$ cat src/hdl/bqwm_pkg.sv
// ----------------------------------------------------------------------------
// bqwm_pkg
// Shared types, register codes and the microcode program of the biquad
// filter with wet mix.
// ----------------------------------------------------------------------------
package bqwm_pkg;

  typedef struct packed {
    logic signed [15:0] sample_in;
    logic        [2:0]  channel_in;
  } in_word_t;

  typedef struct packed {
    logic signed [15:0] sample_out;
    logic        [2:0]  channel_out;
  } out_word_t;

  typedef struct packed {
    logic signed [23:0] a0;
    logic signed [23:0] a1;
    logic signed [23:0] a2;
    logic signed [23:0] b1;
    logic signed [23:0] b2;
    logic        [15:0] wet;
  } cfg_t;

  typedef enum logic [2:0] {
    CFG_A0  = 3'd0,
    CFG_A1  = 3'd1,
    CFG_A2  = 3'd2,
    CFG_B1  = 3'd3,
    CFG_B2  = 3'd4,
    CFG_WET = 3'd5
  } cfg_idx_e;

  localparam logic signed [23:0] A0_RESET  = 24'sd262144;
  localparam logic        [15:0] WET_RESET = 16'd32768;

  typedef enum logic [2:0] {
    MA_A0, MA_A1, MA_A2, MA_B1, MA_B2, MA_WET
  } mul_a_e;

  typedef enum logic [2:0] {
    MB_X, MB_X1, MB_X2, MB_Y1, MB_Y2, MB_DIFF
  } mul_b_e;

  typedef enum logic [1:0] {
    ACC_NOP, ACC_LOAD, ACC_ADD, ACC_SUB
  } acc_op_e;

  typedef enum logic [1:0] {
    OUT_NONE, OUT_MIX, OUT_PASS
  } out_op_e;

  typedef enum logic [1:0] {
    J_NONE, J_NO_START, J_BYPASS, J_OUT_BUSY
  } jmp_e;

  localparam int STEP_W = 4;

  localparam logic [STEP_W-1:0] STEP_IDLE = 4'd0;
  localparam logic [STEP_W-1:0] STEP_A0   = 4'd1;
  localparam logic [STEP_W-1:0] STEP_A1   = 4'd2;
  localparam logic [STEP_W-1:0] STEP_A2   = 4'd3;
  localparam logic [STEP_W-1:0] STEP_B1   = 4'd4;
  localparam logic [STEP_W-1:0] STEP_B2   = 4'd5;
  localparam logic [STEP_W-1:0] STEP_LAST = 4'd6;
  localparam logic [STEP_W-1:0] STEP_Y    = 4'd7;
  localparam logic [STEP_W-1:0] STEP_WET  = 4'd8;
  localparam logic [STEP_W-1:0] STEP_MIX  = 4'd9;
  localparam logic [STEP_W-1:0] STEP_PASS = 4'd10;

  typedef struct packed {
    mul_a_e            mul_a;
    mul_b_e            mul_b;
    logic              mul_en;
    acc_op_e           acc_op;
    logic              y_en;
    out_op_e           out_op;
    jmp_e              jmp;
    logic [STEP_W-1:0] target;
    logic              ret;
  } ucode_t;

  typedef struct packed {
    mul_a_e  mul_a;
    mul_b_e  mul_b;
    logic    mul_en;
    acc_op_e acc_op;
    logic    y_en;
    out_op_e out_op;
    logic    out_we;
    logic    idle;
  } ctrl_t;

  localparam ucode_t UC_NOP = '{
    mul_a:  MA_A0,
    mul_b:  MB_X,
    mul_en: 1'b0,
    acc_op: ACC_NOP,
    y_en:   1'b0,
    out_op: OUT_NONE,
    jmp:    J_NONE,
    target: STEP_IDLE,
    ret:    1'b0
  };

  function automatic ucode_t ucode(logic [STEP_W-1:0] step);
    ucode_t w;
    w = UC_NOP;
    case (step)
      STEP_IDLE: begin
        w.jmp    = J_NO_START;
        w.target = STEP_IDLE;
      end
      STEP_A0: begin
        w.mul_a  = MA_A0;
        w.mul_b  = MB_X;
        w.mul_en = 1'b1;
        w.jmp    = J_BYPASS;
        w.target = STEP_PASS;
      end
      STEP_A1: begin
        w.mul_a  = MA_A1;
        w.mul_b  = MB_X1;
        w.mul_en = 1'b1;
        w.acc_op = ACC_LOAD;
      end
      STEP_A2: begin
        w.mul_a  = MA_A2;
        w.mul_b  = MB_X2;
        w.mul_en = 1'b1;
        w.acc_op = ACC_ADD;
      end
      STEP_B1: begin
        w.mul_a  = MA_B1;
        w.mul_b  = MB_Y1;
        w.mul_en = 1'b1;
        w.acc_op = ACC_ADD;
      end
      STEP_B2: begin
        w.mul_a  = MA_B2;
        w.mul_b  = MB_Y2;
        w.mul_en = 1'b1;
        w.acc_op = ACC_SUB;
      end
      STEP_LAST: begin
        w.acc_op = ACC_SUB;
      end
      STEP_Y: begin
        w.y_en = 1'b1;
      end
      STEP_WET: begin
        w.mul_a  = MA_WET;
        w.mul_b  = MB_DIFF;
        w.mul_en = 1'b1;
      end
      STEP_MIX: begin
        w.out_op = OUT_MIX;
        w.jmp    = J_OUT_BUSY;
        w.target = STEP_MIX;
        w.ret    = 1'b1;
      end
      STEP_PASS: begin
        w.out_op = OUT_PASS;
        w.jmp    = J_OUT_BUSY;
        w.target = STEP_PASS;
        w.ret    = 1'b1;
      end
      default: begin
        w.ret = 1'b1;
      end
    endcase
    return w;
  endfunction

  function automatic logic signed [15:0] sat16(logic signed [47:0] v);
    logic signed [15:0] r;
    if (v > 48'sd32767) begin
      r = 16'sh7fff;
    end else if (v < -48'sd32768) begin
      r = 16'sh8000;
    end else begin
      r = v[15:0];
    end
    return r;
  endfunction

endpackage

$ cat src/hdl/bqwm_cfg.sv
// ----------------------------------------------------------------------------
// bqwm_cfg
// APB register bank holding the filter coefficients and the wet fraction.
// ----------------------------------------------------------------------------
module bqwm_cfg (
  input  logic                clk_i,
  input  logic                rst_ni,
  input  logic                psel,
  input  logic                penable,
  input  logic                pwrite,
  input  logic [4:0]          paddr,
  input  logic [31:0]         pwdata,
  output logic [31:0]         prdata,
  output logic                pready,
  output bqwm_pkg::cfg_t      cfg_o
);

  bqwm_pkg::cfg_t     cfg_q;
  bqwm_pkg::cfg_t     cfg_d;
  bqwm_pkg::cfg_idx_e idx;
  logic               wr;

  assign pready = 1'b1;
  assign wr     = psel & penable & pwrite;
  assign idx    = bqwm_pkg::cfg_idx_e'(paddr[4:2]);

  always_comb begin
    cfg_d = cfg_q;
    if (wr) begin
      unique case (idx)
        bqwm_pkg::CFG_A0:  cfg_d.a0  = pwdata[23:0];
        bqwm_pkg::CFG_A1:  cfg_d.a1  = pwdata[23:0];
        bqwm_pkg::CFG_A2:  cfg_d.a2  = pwdata[23:0];
        bqwm_pkg::CFG_B1:  cfg_d.b1  = pwdata[23:0];
        bqwm_pkg::CFG_B2:  cfg_d.b2  = pwdata[23:0];
        bqwm_pkg::CFG_WET: cfg_d.wet = pwdata[15:0];
        default: ;
      endcase
    end
  end

  always_ff @(posedge clk_i or negedge rst_ni) begin
    if (!rst_ni) begin
      cfg_q.a0  <= bqwm_pkg::A0_RESET;
      cfg_q.a1  <= '0;
      cfg_q.a2  <= '0;
      cfg_q.b1  <= '0;
      cfg_q.b2  <= '0;
      cfg_q.wet <= bqwm_pkg::WET_RESET;
    end else begin
      cfg_q <= cfg_d;
    end
  end

  always_comb begin
    unique case (idx)
      bqwm_pkg::CFG_A0:  prdata = {8'd0, cfg_q.a0};
      bqwm_pkg::CFG_A1:  prdata = {8'd0, cfg_q.a1};
      bqwm_pkg::CFG_A2:  prdata = {8'd0, cfg_q.a2};
      bqwm_pkg::CFG_B1:  prdata = {8'd0, cfg_q.b1};
      bqwm_pkg::CFG_B2:  prdata = {8'd0, cfg_q.b2};
      bqwm_pkg::CFG_WET: prdata = {16'd0, cfg_q.wet};
      default:           prdata = '0;
    endcase
  end

  assign cfg_o = cfg_q;

endmodule

$ cat src/hdl/bqwm_seq.sv
// ----------------------------------------------------------------------------
// bqwm_seq
// Microcode sequencer: step counter, program table and conditional jumps.
// ----------------------------------------------------------------------------
module bqwm_seq (
  input  logic            clk_i,
  input  logic            rst_ni,
  input  logic            start_i,
  input  logic            bypass_i,
  input  logic            out_busy_i,
  output bqwm_pkg::ctrl_t ctrl_o
);

  logic [bqwm_pkg::STEP_W-1:0] step_q;
  logic [bqwm_pkg::STEP_W-1:0] step_d;
  bqwm_pkg::ucode_t            word;
  logic                        taken;

  assign word = bqwm_pkg::ucode(step_q);

  always_comb begin
    case (word.jmp)
      bqwm_pkg::J_NO_START: taken = !start_i;
      bqwm_pkg::J_BYPASS:   taken = bypass_i;
      bqwm_pkg::J_OUT_BUSY: taken = out_busy_i;
      default:              taken = 1'b0;
    endcase
    if (taken) begin
      step_d = word.target;
    end else if (word.ret) begin
      step_d = bqwm_pkg::STEP_IDLE;
    end else begin
      step_d = step_q + 1'b1;
    end
  end

  always_ff @(posedge clk_i or negedge rst_ni) begin
    if (!rst_ni) begin
      step_q <= bqwm_pkg::STEP_IDLE;
    end else begin
      step_q <= step_d;
    end
  end

  always_comb begin
    ctrl_o.mul_a  = word.mul_a;
    ctrl_o.mul_b  = word.mul_b;
    ctrl_o.mul_en = word.mul_en;
    ctrl_o.acc_op = word.acc_op;
    ctrl_o.y_en   = word.y_en;
    ctrl_o.out_op = word.out_op;
    ctrl_o.out_we = (word.out_op != bqwm_pkg::OUT_NONE) && !taken;
    ctrl_o.idle   = (step_q == bqwm_pkg::STEP_IDLE);
  end

endmodule

$ cat src/hdl/bqwm_datapath.sv
// ----------------------------------------------------------------------------
// bqwm_datapath
// Shared multiplier, accumulator, rounding and saturation, output sample.
// ----------------------------------------------------------------------------
module bqwm_datapath (
  input  logic               clk_i,
  input  bqwm_pkg::ctrl_t    ctrl_i,
  input  bqwm_pkg::cfg_t     cfg_i,
  input  logic signed [15:0] x_i,
  input  logic signed [15:0] x1_i,
  input  logic signed [15:0] x2_i,
  input  logic signed [15:0] y1_i,
  input  logic signed [15:0] y2_i,
  output logic signed [15:0] y_o,
  output logic signed [15:0] sample_o
);

  logic signed [23:0] a_op;
  logic signed [16:0] b_op;
  logic signed [40:0] mul_w;
  logic signed [40:0] prod_q;
  logic signed [42:0] acc_q;
  logic signed [42:0] acc_d;
  logic signed [15:0] y_q;
  logic signed [15:0] y_w;
  logic signed [16:0] diff_w;
  logic signed [47:0] mix_w;
  logic signed [15:0] sample_q;

  assign diff_w = 17'(y_q) - 17'(x_i);

  always_comb begin
    case (ctrl_i.mul_a)
      bqwm_pkg::MA_A0:  a_op = cfg_i.a0;
      bqwm_pkg::MA_A1:  a_op = cfg_i.a1;
      bqwm_pkg::MA_A2:  a_op = cfg_i.a2;
      bqwm_pkg::MA_B1:  a_op = cfg_i.b1;
      bqwm_pkg::MA_B2:  a_op = cfg_i.b2;
      bqwm_pkg::MA_WET: a_op = {8'd0, cfg_i.wet};
      default:          a_op = '0;
    endcase
    case (ctrl_i.mul_b)
      bqwm_pkg::MB_X:    b_op = 17'(x_i);
      bqwm_pkg::MB_X1:   b_op = 17'(x1_i);
      bqwm_pkg::MB_X2:   b_op = 17'(x2_i);
      bqwm_pkg::MB_Y1:   b_op = 17'(y1_i);
      bqwm_pkg::MB_Y2:   b_op = 17'(y2_i);
      bqwm_pkg::MB_DIFF: b_op = diff_w;
      default:           b_op = '0;
    endcase
  end

  assign mul_w = 41'(a_op) * 41'(b_op);

  always_comb begin
    case (ctrl_i.acc_op)
      bqwm_pkg::ACC_LOAD: acc_d = 43'(prod_q);
      bqwm_pkg::ACC_ADD:  acc_d = acc_q + 43'(prod_q);
      bqwm_pkg::ACC_SUB:  acc_d = acc_q - 43'(prod_q);
      default:            acc_d = acc_q;
    endcase
  end

  assign y_w   = bqwm_pkg::sat16(48'((acc_q + 43'sd131072) >>> 18));
  assign mix_w = 48'(x_i) + ((48'(prod_q) + 48'sd16384) >>> 15);

  always_ff @(posedge clk_i) begin
    if (ctrl_i.mul_en) begin
      prod_q <= mul_w;
    end
    acc_q <= acc_d;
    if (ctrl_i.y_en) begin
      y_q <= y_w;
    end
    if (ctrl_i.out_we) begin
      if (ctrl_i.out_op == bqwm_pkg::OUT_MIX) begin
        sample_q <= bqwm_pkg::sat16(mix_w);
      end else begin
        sample_q <= x_i;
      end
    end
  end

  assign y_o      = y_w;
  assign sample_o = sample_q;

endmodule

$ cat src/hdl/biquad_filter_wet_mix_top.sv
// ----------------------------------------------------------------------------
// biquad_filter_wet_mix_top
// Multichannel direct form I biquad with dry/wet blend, APB configured.
// ----------------------------------------------------------------------------
// A word is accepted only when the sequencer is idle, so a filtered word runs
// its steps on the single shared 24x17 multiplier before the next word: five
// coefficient product steps, a0-a2 products added into and b1, b2 products
// subtracted from the accumulator in the step after, one step to close the
// sum, one to round and store y, one wet-mix product step, one output step
// and the idle step. A word on a channel at or beyond CHANNELS passes through
// unchanged. The finished word waits in an output register; the sequencer
// holds on its last step while that register is full and out_ready_i is low.
// Reset clears all channel history and sets coefficients to pass-through.
module biquad_filter_wet_mix_top #(
  parameter int CHANNELS = 8
) (
  input  logic                 clk_i,
  input  logic                 rst_ni,
  input  logic                 in_valid_i,
  output logic                 in_ready_o,
  input  bqwm_pkg::in_word_t   in_data_i,
  output logic                 out_valid_o,
  input  logic                 out_ready_i,
  output bqwm_pkg::out_word_t  out_data_o,
  input  logic                 psel,
  input  logic                 penable,
  input  logic                 pwrite,
  input  logic [4:0]           paddr,
  input  logic [31:0]          pwdata,
  output logic [31:0]          prdata,
  output logic                 pready
);

  localparam int CH_W  = (CHANNELS > 1) ? $clog2(CHANNELS) : 1;
  localparam int EXT_W = (CH_W > 3) ? CH_W : 3;

  bqwm_pkg::cfg_t     cfg;
  bqwm_pkg::ctrl_t    ctrl;

  logic signed [15:0] x_q;
  logic [2:0]         ch_q;
  logic               bypass_q;
  logic [2:0]         out_ch_q;
  logic               out_valid_q;
  logic               out_busy;
  logic               accept;
  logic               in_range;
  logic [EXT_W-1:0]   ch_ext;
  logic [CH_W-1:0]    idx;
  logic signed [15:0] y_w;
  logic signed [15:0] sample_w;

  logic signed [15:0] hx1_q [CHANNELS];
  logic signed [15:0] hx2_q [CHANNELS];
  logic signed [15:0] hy1_q [CHANNELS];
  logic signed [15:0] hy2_q [CHANNELS];

  assign in_ready_o = ctrl.idle;
  assign accept     = in_valid_i & ctrl.idle;
  assign out_busy   = out_valid_q & !out_ready_i;
  assign ch_ext     = EXT_W'(ch_q);
  assign in_range   = (32'(ch_q) < CHANNELS);
  assign idx        = in_range ? ch_ext[CH_W-1:0] : '0;

  bqwm_cfg u_cfg (
    .clk_i   (clk_i),
    .rst_ni  (rst_ni),
    .psel    (psel),
    .penable (penable),
    .pwrite  (pwrite),
    .paddr   (paddr),
    .pwdata  (pwdata),
    .prdata  (prdata),
    .pready  (pready),
    .cfg_o   (cfg)
  );

  bqwm_seq u_seq (
    .clk_i      (clk_i),
    .rst_ni     (rst_ni),
    .start_i    (in_valid_i),
    .bypass_i   (bypass_q),
    .out_busy_i (out_busy),
    .ctrl_o     (ctrl)
  );

  bqwm_datapath u_dp (
    .clk_i    (clk_i),
    .ctrl_i   (ctrl),
    .cfg_i    (cfg),
    .x_i      (x_q),
    .x1_i     (hx1_q[idx]),
    .x2_i     (hx2_q[idx]),
    .y1_i     (hy1_q[idx]),
    .y2_i     (hy2_q[idx]),
    .y_o      (y_w),
    .sample_o (sample_w)
  );

  always_ff @(posedge clk_i) begin
    if (accept) begin
      x_q      <= in_data_i.sample_in;
      ch_q     <= in_data_i.channel_in;
      bypass_q <= !(32'(in_data_i.channel_in) < CHANNELS);
    end
    if (ctrl.out_we) begin
      out_ch_q <= ch_q;
    end
  end

  always_ff @(posedge clk_i or negedge rst_ni) begin
    if (!rst_ni) begin
      out_valid_q <= 1'b0;
    end else if (ctrl.out_we) begin
      out_valid_q <= 1'b1;
    end else if (out_ready_i) begin
      out_valid_q <= 1'b0;
    end
  end

  always_ff @(posedge clk_i or negedge rst_ni) begin
    if (!rst_ni) begin
      for (int i = 0; i < CHANNELS; i++) begin
        hx1_q[i] <= '0;
        hx2_q[i] <= '0;
        hy1_q[i] <= '0;
        hy2_q[i] <= '0;
      end
    end else if (ctrl.y_en && in_range) begin
      hx2_q[idx] <= hx1_q[idx];
      hx1_q[idx] <= x_q;
      hy2_q[idx] <= hy1_q[idx];
      hy1_q[idx] <= y_w;
    end
  end

  assign out_valid_o            = out_valid_q;
  assign out_data_o.sample_out  = sample_w;
  assign out_data_o.channel_out = out_ch_q;

`ifndef NO_ASSERTIONS
  a_busy_after_accept: assert property (@(posedge clk_i) disable iff (!rst_ni)
    accept |=> !in_ready_o)
    else $error("sequencer still idle after accepting a word");

  a_no_history_on_bypass: assert property (@(posedge clk_i) disable iff (!rst_ni)
    ctrl.y_en |-> !bypass_q)
    else $error("history written for a channel out of range");

  a_no_overwrite: assert property (@(posedge clk_i) disable iff (!rst_ni)
    ctrl.out_we |-> !(out_valid_q && !out_ready_i))
    else $error("output word overwritten before it was taken");
`endif

endmodule
$ cat config.mk
export PLATFORM = sky130hd
export DESIGN_NAME = biquad_filter_wet_mix_top
export DESIGN_NICKNAME = d
export VERILOG_FILES = /design/src/hdl/bqwm_pkg.sv /design/src/hdl/bqwm_cfg.sv /design/src/hdl/bqwm_seq.sv /design/src/hdl/bqwm_datapath.sv /design/src/hdl/biquad_filter_wet_mix_top.sv
export SDC_FILE = /design/constraint.sdc
export NUM_CORES = 2
export LEC_CHECK = 0
export ABC_AREA = 1
export BUFFER_PORTS_ARGS = -buffer_cell sky130_fd_sc_hd__buf_2
export CORE_MARGIN = 2
export CORE_UTILIZATION = 40
export DETAILED_ROUTE_END_ITERATION = 8
export SLEW_MARGIN = 25
export SYNTH_ARGS = -nofsm -noshare
export SYNTH_HDL_FRONTEND = slang
export SYNTH_SLANG_ARGS = --single-unit
$ cat constraint.sdc
create_clock -name clk_i -period 24.3 [get_ports clk_i]
set_clock_uncertainty 0.1 [all_clocks]
set_input_delay 1.215 -clock clk_i [delete_from_list [all_inputs] [get_ports clk_i]]
set_output_delay 1.215 -clock clk_i [all_outputs]
set_load 0.02 [all_outputs]
==> metrics.md <==
| Metric | Value |
|---|---|
| Vias | just under 50,000 |
| Vias per cell | 5.37 |
| H-Tree Depth | 3 |
| CP max FO | 45 |
| Hold Path Class | reg -> reg |
| Count leader, synth | nand2_1 |
| GRT Overall Usage | 25.2% |
| Clock buffer count from CTS | 92 |
| TritonCTS clock tree | built |
| Routability cong. | between 0.9 and 1 |
| GR Overflow Total | 0 |
| I/O pin count | approximately 120 |
| Standard-cell rows | about 140 |
| Yosys cell types | 76 |
| Die ar. | 146,000 um2 |
| Worst rel slew slack | a little over a quarter |
| Yosys top cell by area | dfrtp_1 |
| Source of the critical timing path | ch_ext[0] |
| CTS sink count | roughly 790 |
| Die X | ~380 um |
| Fraction of registers with async set/reset | approximately 83% |
| Worst Max-Slew Pin Slew | roughly 1.1 ns |
| Antenna violations before repair | 7 |
| First-pass GRT wire length | around 280,000 um |
| Number of flops mapped to enable cells by yosys | around 140 |
| Share of the synthesized area in the top cell type | 28.6% |
| Storage element area | 20,500 um2 |
| Critical R2R Launch | ch_ext[0] |
| R2r endpoint | u_dp.prod_q[40] |
| Final setup viols | 0 |
| Fin Setup TNS | 0 ns |
| CTS max path bufs | 3 |
| Period utilisation layout | ~42% |
| DR pass1 iterations | 6 |
| Clk root buf | clkbuf_16 |
| CTS resizes | 0 |
| Largest net degree at the start of global routing | approximately 140 |
| Die Y-Extent | roughly 380 um |
| Most Frequent Cell on Critical Path | inv_1 |
| CP Class | reg -> reg |
| Synthesized instance count | between 7,000 and 8,000 |
| Synth cell count leaders | nand2_1, inv_1, o21ai_0, dfrtp_1, nor2_1 |
| Final Hold Fails | 0 |
| Final nets | 7,713 |
| Max-slew violations | 0 |
| Minimum clock period | slightly above 10 ns |
| CTS Hold Buffers Added | 0 |
| Reg2reg path depth | 34 |
| Worst-skew pair later-pin latency | around 0.73 ns |
| Primary FF master, synth | dfrtp_1 |
| Antenna-violating nets left | 0 |
| Cell area after synthesis | approximately 57,000 um2 |
| Top cells by area, synth | dfrtp_1, fa_1, nand2_1, edfxtp_1, inv_1 |
| CP Data Arrival Time | 10.53 ns |
| Critical Path RT | ~25 ns |
| Largest stage delay, worst path | 0.73 ns |
| Clock-pin slew on the worst setup and hold paths | ~0.06 ns |
| Register bit total from synthesis | between 700 and 800 |
| Crit path launch type | flip-flop |
| Area of the multi-input gates | roughly 31,000 um2 |
| Fmax achieved | 98.0 MHz |
| Sequential share of the synthesized area | 35.9% |
| Slowest-stage cell, CP | edfxtp_1 |
| CP Capture Point | u_dp.prod_q[40] |
| RSZ-0062 raised after global routing | no |
| Iter 0 DRT Violations | approximately 4,700 |
| Critical Path End Type | flip-flop |
| Syn. warnings | 0 |
| Effective utilization at floorplan | just over 40% |
| Core Region | between 100,000 and 150,000 um2 |
| Avg WL per Cell | about 20 um |
| Layout area overhead | 9.86% |
| Max_cap viols | 0 |
| Post-CTS setup buffer count | 0 |
| Drt drc | 0 |
| Share of layout cells above drive strength 1 | between 7 and 8% |
| HPWL Detailed | 128,000 um |
| Synth Area per Inst | approximately 8.1 um2 |
| Vias in the first global route | around 47,000 |
| Fillers | about 14,000 |
| Drt total wl | between 150,000 and 200,000 um |
| Status | completed |
| R2r setup slk | around 14 ns |
| I/O Buffers | between 90 and 100 |
==> layer usage <==
metal  track usage [%]  vias to the layer above  part of all wire (%)
met4              8.26                        6                   3.2
met2              39.4                     1979                    45
met5                 0                        -                 0.019
met3              3.72                      296                   8.1
li1                  -                    22500                     -
met1              35.8                    23700                    44
==> kinds of logic (layout without fill, tap and decap cells) <==
| kind of cell | count (synthesis) | count (layout) | synth area share, % |
|---|---|---|---|
| compound gates | 1297 | 1297 | 13.0 |
| xor+xnor | 166 | 166 | 2.55 |
| fa+ha+maj | 596 | 596 | 18.4 |
| buf+inv | 1440 | 1510 | 9.87 |
| flops | 791 | 791 | 35.9 |
| other cells | 2 | 11 | 0.0132 |
| simple gates | 2763 | 2763 | 20.2 |
==> sequential cells by signal, summed over array words and instances, names as in the netlist, 4 cells and up <==
| register | flops |
|---|---|
| hy1_q | 128 |
| hx1_q | 128 |
| u_cfg.cfg_o | 136 |
| u_dp.y_q | 16 |
| u_dp.prod_q | 41 |
| hx2_q | 128 |
| u_dp.acc_q | 43 |
| u_dp.sample_o | 16 |
| x_q | 16 |
| hy2_q | 128 |
| u_seq.step_q | 4 |
==> placed cells by master (no fill, tap or decap), types with 19 or more instances in the layout <==
cell type  netlist  routed
dfrtp_1        651     651
o221ai_1        25      25
ha_1           191     191
xnor2_1         47      47
nand4_1         70      70
clkbuf_1       175      22
or2_2           23      23
buf_2           71      96
nand2_1       1884    1883
edfxtp_1       138     138
nand3_1        145     143
a22o_1          24      24
nor2_1         461     450
nand2_2         22      22
clkinv_2         0      19
fa_1           405     405
clkbuf_16        0      93
a31oi_1         32      32
a221oi_1        34      34
a21oi_1        192     192
inv_1         1086    1083
o22ai_1        175     175
a22oi_1         21      21
inv_2           59      57
nor4_1          27      26
xor2_1         119     119
buf_4           20      83
o21ai_0        681     680
nor3_1          67      64
o21ai_1         22      23
==> critical path, delay by kind of cell, from the launching register on <==
kind / cells / cell delay [ns]
XOR/XNOR: 1 / 0.12
adder cells (fa/ha/maj): 7 / 3.43
buffers and inverters: 11 / 2.56
flip-flops: 1 / 0.73
AND/OR/NAND/NOR: 9 / 1.89
AO/OA/AOI/OAI: 6 / 1.02
==> area by class of cell <==
class | instances | share of cell area, %
Multi-Input combinational cell | 4831 | 49.6
Sequential cell | 791 | 32.7
Inverter | 1152 | 6.92
Clock buffer | 132 | 4.22
Tap cell | 1890 | 3.78
Timing Repair Buffer | 186 | 1.96
Clock inverter | 40 | 0.819
Antenna cell | 2 | 0.00799
==> worst min-delay path by stage <==
stage	startpoint	end	slack (ns)	depth (start not counted)
after floorplan	ch_ext[1]	out_ch_q[1]	0.32	0
after global placement	hy2_q[75]	hy2_q[75]	0.36	2
after detailed placement	hy1_q[83]	hy1_q[83]	0.37	2
after CTS	hy2_q[75]	hy2_q[75]	0.38	2
after global routing	hy2_q[105]	hy2_q[105]	0.40	2
final	hy2_q[90]	hy2_q[90]	0.38	2
==> through the flow <==
step                      setup WS (ns)  hold WS, ns  instances  instance area, um2  utilization (%)
final                             14.09        0.377       9024               62600             44.3
after global routing              13.61        0.397       9023               62600             44.3
after CTS                         14.13        0.381       9021               62600             44.2
after detailed placement          14.20        0.365       8849               59400             42.0
after global placement            14.25        0.359       8848               59400             42.0
after floorplan                   16.63        0.321       7062               57000                -
Power is left out: the tool's default activity adds up to more than one toggle a clock period on the data nets, which glitch-free logic cannot reach.
